<file path="config.mk">
export PLATFORM = sky130hd
export DESIGN_NAME = linear_parameter_ramp
export DESIGN_NICKNAME = d
export VERILOG_FILES = /design/src/rtl/lpr_pkg.sv /design/src/rtl/linear_parameter_ramp.sv /design/src/rtl/lpr_divider.sv
export SDC_FILE = /design/constraint.sdc
export NUM_CORES = 1
export LEC_CHECK = 0
export ABC_AREA = 1
export BUFFER_PORTS_ARGS = -buffer_cell sky130_fd_sc_hd__buf_2
export CAP_MARGIN = 20
export CORE_ASPECT_RATIO = 1.25
export CORE_MARGIN = 8
export CORE_UTILIZATION = 50
export DETAILED_ROUTE_END_ITERATION = 8
export PLACE_DENSITY_LB_ADDON = 0.3
export REMOVE_ABC_BUFFERS = 1
export SETUP_SLACK_MARGIN = 0.5
export SLEW_MARGIN = 10
export SYNTH_ARGS = -nofsm -noshare
export SYNTH_HDL_FRONTEND = slang
export SYNTH_SLANG_ARGS = --single-unit
</file>
<file path="constraint.sdc">
create_clock -name clock -period 7.5 [get_ports clock]
set_input_delay 1.5 -clock clock [delete_from_list [all_inputs] [get_ports clock]]
set_output_delay 1.5 -clock clock [all_outputs]
set_load 0.005 [all_outputs]
</file>
<file path="src/rtl/lpr_pkg.sv">
// shared types and codes for the linear parameter ramp
`timescale 1ns / 1ps

package lpr_pkg;

   // request kinds carried on req_tuser
   localparam logic OP_TICK = 1'b0;
   localparam logic OP_SET  = 1'b1;

   // fixed field widths of the stream payloads
   localparam int VALUE_W     = 32;
   localparam int RAMP_FIELD_W = 24;

   // status of the serial divider as seen by the sequencer
   typedef struct packed {
      logic busy;
      logic done;
   } div_status_type;

endpackage

</file>
<file path="src/rtl/linear_parameter_ramp.sv">
// linear ramp smoother: sequencer, level registers and output register
// tick request: gap, magnitude, move and output steps of the sequencer in order,
//    the output step waiting for a free output register; one request at a time
// set request with non-zero ramp: gap, magnitude, divide and fix steps in order,
//    the serial divider producing one quotient bit per cycle
// set request with zero ramp: back to ready in the cycle after acceptance
// reset (synchronous, active high) clears levels, step, running and handshakes
`timescale 1ns / 1ps

module linear_parameter_ramp
   import lpr_pkg::*;
#(
   parameter int FRAC_BITS = 32,
   parameter int RAMP_BITS = 24
) (
   input  logic        clock,
   input  logic        reset,
   // configuration
   input  logic        csr_we,
   input  logic        csr_wdata,     // running
   // request channel
   input  logic        req_tvalid,
   output logic        req_tready,
   input  logic [55:0] req_tdata,     // target_value [31:0], ramp_samples [55:32]
   input  logic        req_tuser,     // operation
   // result channel
   output logic        rsp_tvalid,
   input  logic        rsp_tready,
   output logic [31:0] rsp_tdata,     // current_value [31:0]
   output logic        rsp_tuser      // at_target
);

   localparam int WIDE  = FRAC_BITS + 16;
   localparam int GW    = WIDE + 1;
   localparam int SHIFT = FRAC_BITS - 16;

   typedef enum logic [2:0] {
      ST_IDLE,
      ST_GAP,
      ST_MAG,
      ST_DIV,
      ST_FIX,
      ST_MOVE,
      ST_OUT
   } state_type;

   state_type                  state_ff, state_in;
   logic                       running_ff;
   logic                       op_ff, op_in;
   logic signed [VALUE_W-1:0]  target_level_ff, target_level_in;
   logic signed [WIDE-1:0]     present_ff, present_in;
   logic signed [GW-1:0]       step_ff, step_in;
   logic [GW-1:0]              step_mag_ff, step_mag_in;
   logic signed [GW-1:0]       gap_ff, gap_in;
   logic [GW-1:0]              mag_ff, mag_in;
   logic [RAMP_BITS-1:0]       ramp_ff, ramp_in;
   logic                       rsp_valid_ff, rsp_valid_in;
   logic [VALUE_W-1:0]         rsp_value_ff, rsp_value_in;
   logic                       rsp_at_ff, rsp_at_in;

   logic signed [VALUE_W-1:0]  req_target;
   logic [RAMP_BITS+RAMP_FIELD_W-1:0] ramp_cat;
   logic [RAMP_BITS-1:0]       req_ramp;
   logic signed [WIDE-1:0]     tw;
   logic signed [WIDE-1:0]     tw_req;
   logic                       req_fire;
   logic                       div_start;
   logic [GW-1:0]              div_quotient;
   div_status_type             div_status;

   // request fields, ramp length trimmed or zero-extended to the configured width
   assign req_target = req_tdata[VALUE_W-1:0];
   assign ramp_cat   = {{RAMP_BITS{1'b0}}, req_tdata[VALUE_W+RAMP_FIELD_W-1:VALUE_W]};
   assign req_ramp   = ramp_cat[RAMP_BITS-1:0];
   assign req_fire   = req_tvalid && req_tready;

   // targets widened to the level format
   assign tw     = WIDE'(target_level_ff) <<< SHIFT;
   assign tw_req = WIDE'(req_target) <<< SHIFT;

   assign div_start = (state_ff == ST_MAG) && (op_ff == OP_SET);

   lpr_divider #(
      .DW (GW),
      .VW (RAMP_BITS)
   ) u_div (
      .clock    (clock),
      .reset    (reset),
      .start    (div_start),
      .dividend (mag_in),
      .divisor  (ramp_ff),
      .quotient (div_quotient),
      .status   (div_status)
   );

   // sequencer next state and datapath
   always_comb begin
      state_in        = state_ff;
      op_in           = op_ff;
      target_level_in = target_level_ff;
      present_in      = present_ff;
      step_in         = step_ff;
      step_mag_in     = step_mag_ff;
      gap_in          = gap_ff;
      mag_in          = gap_ff[GW-1] ? GW'(-gap_ff) : GW'(gap_ff);
      ramp_in         = ramp_ff;
      rsp_valid_in    = rsp_valid_ff && !rsp_tready;
      rsp_value_in    = rsp_value_ff;
      rsp_at_in       = rsp_at_ff;

      case (state_ff)
         ST_IDLE: begin
            if (req_fire) begin
               op_in = req_tuser;
               if (req_tuser == OP_SET) begin
                  target_level_in = req_target;
                  ramp_in         = req_ramp;
                  if (!running_ff || (req_ramp == '0)) begin
                     present_in = tw_req;
                  end
                  if (req_ramp == '0) begin
                     step_in     = '0;
                     step_mag_in = '0;
                     state_in    = ST_IDLE;
                  end else begin
                     state_in = ST_GAP;
                  end
               end else begin
                  state_in = ST_GAP;
               end
            end
         end
         // remaining distance to the target
         ST_GAP: begin
            gap_in   = GW'(tw) - GW'(present_ff);
            state_in = ST_MAG;
         end
         // distance magnitude, divider launched for a set
         ST_MAG: begin
            state_in = (op_ff == OP_SET) ? ST_DIV : ST_MOVE;
         end
         ST_DIV: begin
            if (div_status.done) begin
               state_in = ST_FIX;
            end
         end
         // quotient takes the sign of the distance
         ST_FIX: begin
            step_mag_in = div_quotient;
            step_in     = gap_ff[GW-1] ? -$signed(div_quotient) : $signed(div_quotient);
            state_in    = ST_IDLE;
         end
         // one step, or snap to the target once the gap is under a step or the step is zero
         ST_MOVE: begin
            if ((step_mag_ff != '0) && (mag_ff >= step_mag_ff)) begin
               present_in = present_ff + step_ff[WIDE-1:0];
            end else begin
               present_in = tw;
            end
            state_in = ST_OUT;
         end
         // hand the level over once the output register is free
         ST_OUT: begin
            if (!rsp_valid_ff || rsp_tready) begin
               rsp_valid_in = 1'b1;
               rsp_value_in = present_ff[WIDE-1:SHIFT];
               rsp_at_in    = (present_ff == tw);
               state_in     = ST_IDLE;
            end
         end
         default: begin
            state_in = ST_IDLE;
         end
      endcase
   end

   // control and level registers
   always_ff @(posedge clock) begin
      if (reset) begin
         state_ff        <= ST_IDLE;
         running_ff      <= 1'b0;
         rsp_valid_ff    <= 1'b0;
         target_level_ff <= '0;
         present_ff      <= '0;
         step_ff         <= '0;
         step_mag_ff     <= '0;
      end else begin
         state_ff        <= state_in;
         rsp_valid_ff    <= rsp_valid_in;
         target_level_ff <= target_level_in;
         present_ff      <= present_in;
         step_ff         <= step_in;
         step_mag_ff     <= step_mag_in;
         if (csr_we) begin
            running_ff <= csr_wdata;
         end
      end
   end

   // working payload registers
   always_ff @(posedge clock) begin
      op_ff        <= op_in;
      gap_ff       <= gap_in;
      mag_ff       <= mag_in;
      ramp_ff      <= ramp_in;
      rsp_value_ff <= rsp_value_in;
      rsp_at_ff    <= rsp_at_in;
   end

   assign req_tready = (state_ff == ST_IDLE);
   assign rsp_tvalid = rsp_valid_ff;
   assign rsp_tdata  = rsp_value_ff;
   assign rsp_tuser  = rsp_at_ff;

   // divider only launched when free, and only finishes while awaited
   assert property (@(posedge clock) disable iff (reset)
      div_start |-> !div_status.busy)
      else $error("divider launched while busy");

   assert property (@(posedge clock) disable iff (reset)
      div_status.done |-> (state_ff == ST_DIV))
      else $error("divider finished outside the divide step");

   // no new request while the divider is working
   assert property (@(posedge clock) disable iff (reset)
      div_status.busy |-> !req_tready)
      else $error("ready while dividing");

   // step and its magnitude agree on zero
   assert property (@(posedge clock) disable iff (reset)
      (step_mag_ff == '0) == (step_ff == '0))
      else $error("step magnitude out of step with step");

endmodule

</file>
<file path="src/rtl/lpr_divider.sv">
// serial restoring divider, one quotient bit per cycle
`timescale 1ns / 1ps

module lpr_divider
   import lpr_pkg::*;
#(
   parameter int DW = 49,
   parameter int VW = 24
) (
   input  logic                 clock,
   input  logic                 reset,
   input  logic                 start,
   input  logic [DW-1:0]        dividend,
   input  logic [VW-1:0]        divisor,
   output logic [DW-1:0]        quotient,
   output div_status_type       status
);

   localparam int CW = $clog2(DW + 1);

   logic [VW-1:0] rem_ff;
   logic [DW-1:0] quo_ff;
   logic [CW-1:0] count_ff;
   logic          busy_ff;
   logic          done_ff;

   logic [VW:0]   shifted;
   logic [VW:0]   diff;
   logic          fits;

   // one trial subtraction per cycle
   always_comb begin
      shifted = {rem_ff, quo_ff[DW-1]};
      diff    = shifted - {1'b0, divisor};
      fits    = (shifted >= {1'b0, divisor});
   end

   // iteration control
   always_ff @(posedge clock) begin
      if (reset) begin
         busy_ff  <= 1'b0;
         done_ff  <= 1'b0;
         count_ff <= '0;
      end else begin
         done_ff <= 1'b0;
         if (start) begin
            busy_ff  <= 1'b1;
            count_ff <= CW'(DW);
         end else if (busy_ff) begin
            count_ff <= count_ff - 1'b1;
            if (count_ff == CW'(1)) begin
               busy_ff <= 1'b0;
               done_ff <= 1'b1;
            end
         end
      end
   end

   // remainder and quotient shift registers
   always_ff @(posedge clock) begin
      if (start) begin
         rem_ff <= '0;
         quo_ff <= dividend;
      end else if (busy_ff) begin
         rem_ff <= fits ? diff[VW-1:0] : shifted[VW-1:0];
         quo_ff <= {quo_ff[DW-2:0], fits};
      end
   end

   assign quotient    = quo_ff;
   assign status.busy = busy_ff;
   assign status.done = done_ff;

endmodule
</file>
# Word-level counts from Yosys, hierarchy flattened
# Index checks and enable logic that the tools add are counted.
# totals
ff_bits	419
in_bits	63
output_inout_bits	35
wordCells	95
# op_classes
addsub	6
order_cmp	2
eq_ne	14
muxes	30
n_bitwise	1
reduce_logical	23
# op_table
op	count
$mux 49	6
$mux 48	5
$pmux 48 s2	2
$pmux 49 s2	1
$ge 49x49->1	1
$neg 49->49	1
$reduce_bool 49->1	1
$sub 48x48->49	1
$add 48x48->48	1
$eq 48x48->1	1
$neg 48->48	1
$ge 25x24->1	1
$logic_not 24->1	1
$mux 24	1
$sub 24x24->24	1
$pmux 3 s6	1
$mux 3	5
$mux 6	2
$ne 2x1->1 const B	5
$eq 3x3->1 const B	3
$reduce_and 4->1	2
$mux 1	7
$eq 3x2->1 const B	2
$eq 6x1->1 const B	1
13 further kinds	23

# Depth between registers and ports, before layout
# depth
word_depth	6
depth_mapped	19
mapped_depth_nobuf	18

# Hierarchy
# Synthesis repeated with hierarchy kept, for this count alone.
# unflattened
cells_unflattened	4157
area_unflattened_um2	27958.1
# by_module_without_submodules
module	n_inst	cells_per_inst	area_per_inst_um2	seq_area_each_um2
linear_parameter_ramp	1	3343	22459.0	7817.5
lpr_divider	1	814	5499.0	2112.0

# Worst setup path before layout
# OpenSTA, ideal clock, no wires.
# synth_timing
kind	input to register
startpoint	input rsp_tready
endpoint	register rsp_value_ff[0] (netlist: rsp_tdata[0]), enable pin
setup_time_ns	0.434
t_arrival_ns	3.191
required_ns	7.066
path_slack_ns	3.875
path_stages	2
n_path_buf	0
path_cell_list	inv_1 > a21oi_1
# synth_via
elab_chain_cells	2
# synth_lines
element	line	rtl
start: declaration	linear_parameter_ramp.sv:28	input logic rsp_tready,
$logic_or 1x1->1	linear_parameter_ramp.sv:164	if (!rsp_valid_ff || rsp_tready) begin
$reduce_and 2->1 (no source line)	-	
end signal: assignment	linear_parameter_ramp.sv:206	rsp_value_ff <= rsp_value_in;
end: declaration	linear_parameter_ramp.sv:58	logic [VALUE_W-1:0] rsp_value_ff, rsp_value_in;
# Every way passes these cells.
# A chain may end at the register's enable or synchronous reset.

# Worst setup path after layout
# layout_timing
startpoint	input req_tvalid
endpoint	register present_ff[27]
# layout_via
elab_chain_cells	3
# layout_lines
element	line	rtl
start: declaration	linear_parameter_ramp.sv:22	input logic req_tvalid,
$logic_and 1x1->1	linear_parameter_ramp.sv:75	assign req_fire = req_tvalid && req_tready;
$ne 2x1->1 (no source line)	-	
$reduce_and 4->1 (no source line)	-	
end signal: assignment	linear_parameter_ramp.sv:191	present_ff <= present_in;
end: declaration	linear_parameter_ramp.sv:51	logic signed [WIDE-1:0] present_ff, present_in;
# Every way passes these cells.

==> results.ini <==
[worst_setup_path]
critPathLaunchType = input port
required_ps = 7980
cp_slowest_cell = a21oi_4
cp_cell_sequence = buf_2 -> inv_1 -> nor2_1 -> nand2_2 -> buf_4 -> inv_2 -> a21oi_4 -> inv_2 -> o21ai_0 -> a21oi_1
cpPeakStageDelay_ps = 670
critical_path_class = input port to flop
worstPathArrival_ps = 4380
crit_top_cell = inv_2
endpoint_kind = flop
crit_fanout = 65

[detailed_routing]
wirelength_um = 88890
drt-wirelength-per-cell_um = 18.35
final_antenna_net_count = 0
drc = 0
vias = 25630
avgViaCountPerCell = 5.290
first_iter_violations = 1900
dr.pass1.iters = 6

[floorplanning]
die-height_um = 278.0
die_w_um = 225.6
io_pins = 98
die-area_mm2 = 0.06273
initial_core_util_pct = 50.25
core_mm2 = 0.05465
rows = 96

[clocking]
cts_tree = yes
cts_sinks = 418
insertion_delay_ps = 610
path_clk_slew_ps = 60
cts_hold_buffers = 0
cts_max_level = 2
clockBufferDepth = 3
post_cts_buffers = 0
cts_resized = 0
cts-root-buf = clkbuf_16
cts_buffers = 47

[synth]
netlist_area_mm2 = 0.02747
synth_cells = 4008
netlist.area_leader.share_pct = 19.10
yosysTopAreaCell = dfxtp_1
synth-warning-count = 0
synth_area_leaders = dfxtp_1 19%, edfxtp_1 17%, nand2_1 16%
syn_avg_cell_area_um2 = 6.853
postSynth.asyncResetShare_pct = 0
yosysUniqueCellTypes = 64
synth-main-ff-cell = dfxtp_1
synth_edf_count = 156
ys_ff_latch = 418
yosysSeqAreaShare_pct = 36.15

[timing]
clock_skew_ps = 34.83
fmax_mhz = 256.7
fin_crit_ps = 3896
rsz0062_at_grt = false
tightest_slew_ps = 1105
post-route-period-util_pct = 51.94
finalSetupTns_ps = 0
hold_viol = 0
drv_slew = 0
slew_headroom_pct = 26.35
layout_setup_ws_ps = 3604
setup_violations = 0

[power_and_ir_drop]
p_sw_share_pct = 44.77
pwr-share-comb_pct = 44.8
total_power_mw = 10.53
p_per_area_mw_per_mm2 = 349.6
internal-power_mw = 5.818
leakagePower_nw = 14.00
vdd_drop_max_uv = 230.9
clock_power_share_pct = 22.1
seqPwrFrac_pct = 33.0
power.switching_mw = 4.717

[global_routing]
grt_usage_pct = 27.95
grt_max_degree = 97
antenna_found_initial = 0
grt_pass1_wl_um = 137400
grt_overflow = 0
grt_pass1_vias = 25330

[placement]
dp_hpwl_um = 70750
place.gp.congestion = 0.9954
post-place-ws_ps = 2906
io_buffers = 97
placed_cells = 4757

[job]
max_cap_violations = 0

[cells_and_area]
finalNetCount = 4293
drive_gt1_share_pct = 6.594
syn2layout_area_growth_pct = 9.731
diodes = 0
instances_no_fill = 4845

[run_status]
status = finished, final reports clean

[worst_hold_path]
hold_class = flop to flop

==> critical path, delay by kind of cell <==
| kind | cells | cell delay (ps) |
|---|---|---|
| AOI/OAI and AO/OA | 3 | 1070 |
| and+or+nand+nor | 2 | 120 |
| buffers and inverters | 5 | 1630 |
==> layer usage <==
layer  global-route usage (%)  routed length [um]  share of wire (%)  up-vias
li1                         -                   -                  -    13050
met1                    31.19               34990                 39    11660
met2                    50.70               44610                 50      701
met3                    3.213                3647                4.1      221
met4                    16.00                5652                6.4        0
met5                        0                   0                  0        -
==> sequential cells by signal, summed over array words and instances (netlist names), 3 cells and up <==
signal           count
gap_ff              49
mag_ff              49
u_div.quotient      49
present_ff          48
step_ff             48
step_mag_ff         48
rsp_tdata           32
target_level_ff     32
ramp_ff             24
u_div.rem_ff        24
u_div.count_ff       6
state_ff             3
==> synth_stat cells, types with 32 or more instances <==
cell type	count
a21oi_1	293
clkbuf_1	64
dfxtp_1	262
edfxtp_1	156
ha_1	157
inv_1	629
nand2_1	1172
nand3_1	201
nand4_1	52
nor2_1	370
nor3_1	54
nor4_1	37
o21ai_0	192
xnor2_1	32
xor2_1	86
==> power by group through the flow <==
| stage | clock network (mW) | logic (mW) | registers, mW |
|---|---|---|---|
| floorplan | 0 | 3.24 | 3.41 |
| global placement | 0 | 4.61 | 3.51 |
| detailed placement | 0 | 4.65 | 3.51 |
| CTS | 2.37 | 4.68 | 3.47 |
| global route | 2.45 | 5.27 | 3.54 |
| finish | 2.33 | 4.72 | 3.48 |
==> layout by cell type, fill, tap and decap left out, types with 7 or more instances in the layout <==
master / count
nand2_2: 8
a21oi_1: 292
buf_2: 96
clkbuf_16: 52
or2_2: 16
nor3_1: 54
o21bai_1: 20
inv_2: 9
nand4_1: 52
o21ai_0: 192
xor2_1: 86
a31oi_1: 7
xnor2_1: 32
nand3b_1: 12
nor2_1: 367
clkinv_2: 8
o211ai_1: 30
o21ai_1: 19
clkbuf_1: 7
ha_1: 157
nor4_1: 37
nand3_1: 200
nor2_2: 8
inv_1: 627
nand2_1: 1171
nor2_4: 8
dfxtp_1: 262
edfxtp_1: 156
buf_4: 18
a21o_1: 13
==> path summary, 6_finish.rpt <==
check             startpoint              end  slack (ps)  cells past startpoint
min reg2reg  u_div.rem_ff[8]  u_div.rem_ff[8]         470                      2
max               req_tvalid   present_ff[27]        3600                     10
max reg2reg  step_mag_ff[48]   present_ff[47]        3800                     15
min          u_div.rem_ff[8]  u_div.rem_ff[8]         470                      2
==> through the flow <==
step           utilization (%)  cell area [um2]  hold WS [ps]
2_1_floorplan                -            26990         364.7
3_3_place_gp             52.26            28560         460.9
3_5_place_dp             52.26            28560         464.2
4_1_cts                  55.14            30140         473.6
5_1_grt                  55.14            30140         492.8
6_report                 55.14            30140         473.0
==> cells by family after synthesis <==
group,after synthesis,share of synthesized area [%]
AND/OR/NAND/NOR,1954,29.68
buffers and inverters,738,10.46
AO/OA/AOI/OAI,620,12.58
flip-flops,418,36.15
adder cells (fa/ha/maj),159,7.298
XOR/XNOR,119,3.822
==> area by class of cell <==
class / count / area, um2
Fill cell: 5409 / 24510
Multi-Input combinational cell: 2852 / 14700
Sequential cell: 418 / 9930
Inverter: 638 / 2396
Clock buffer: 63 / 1383
Tap cell: 735 / 919.6
Timing Repair Buffer: 114 / 615.6
Clock inverter: 25 / 191.4
Power figures use the tool's default switching activity.
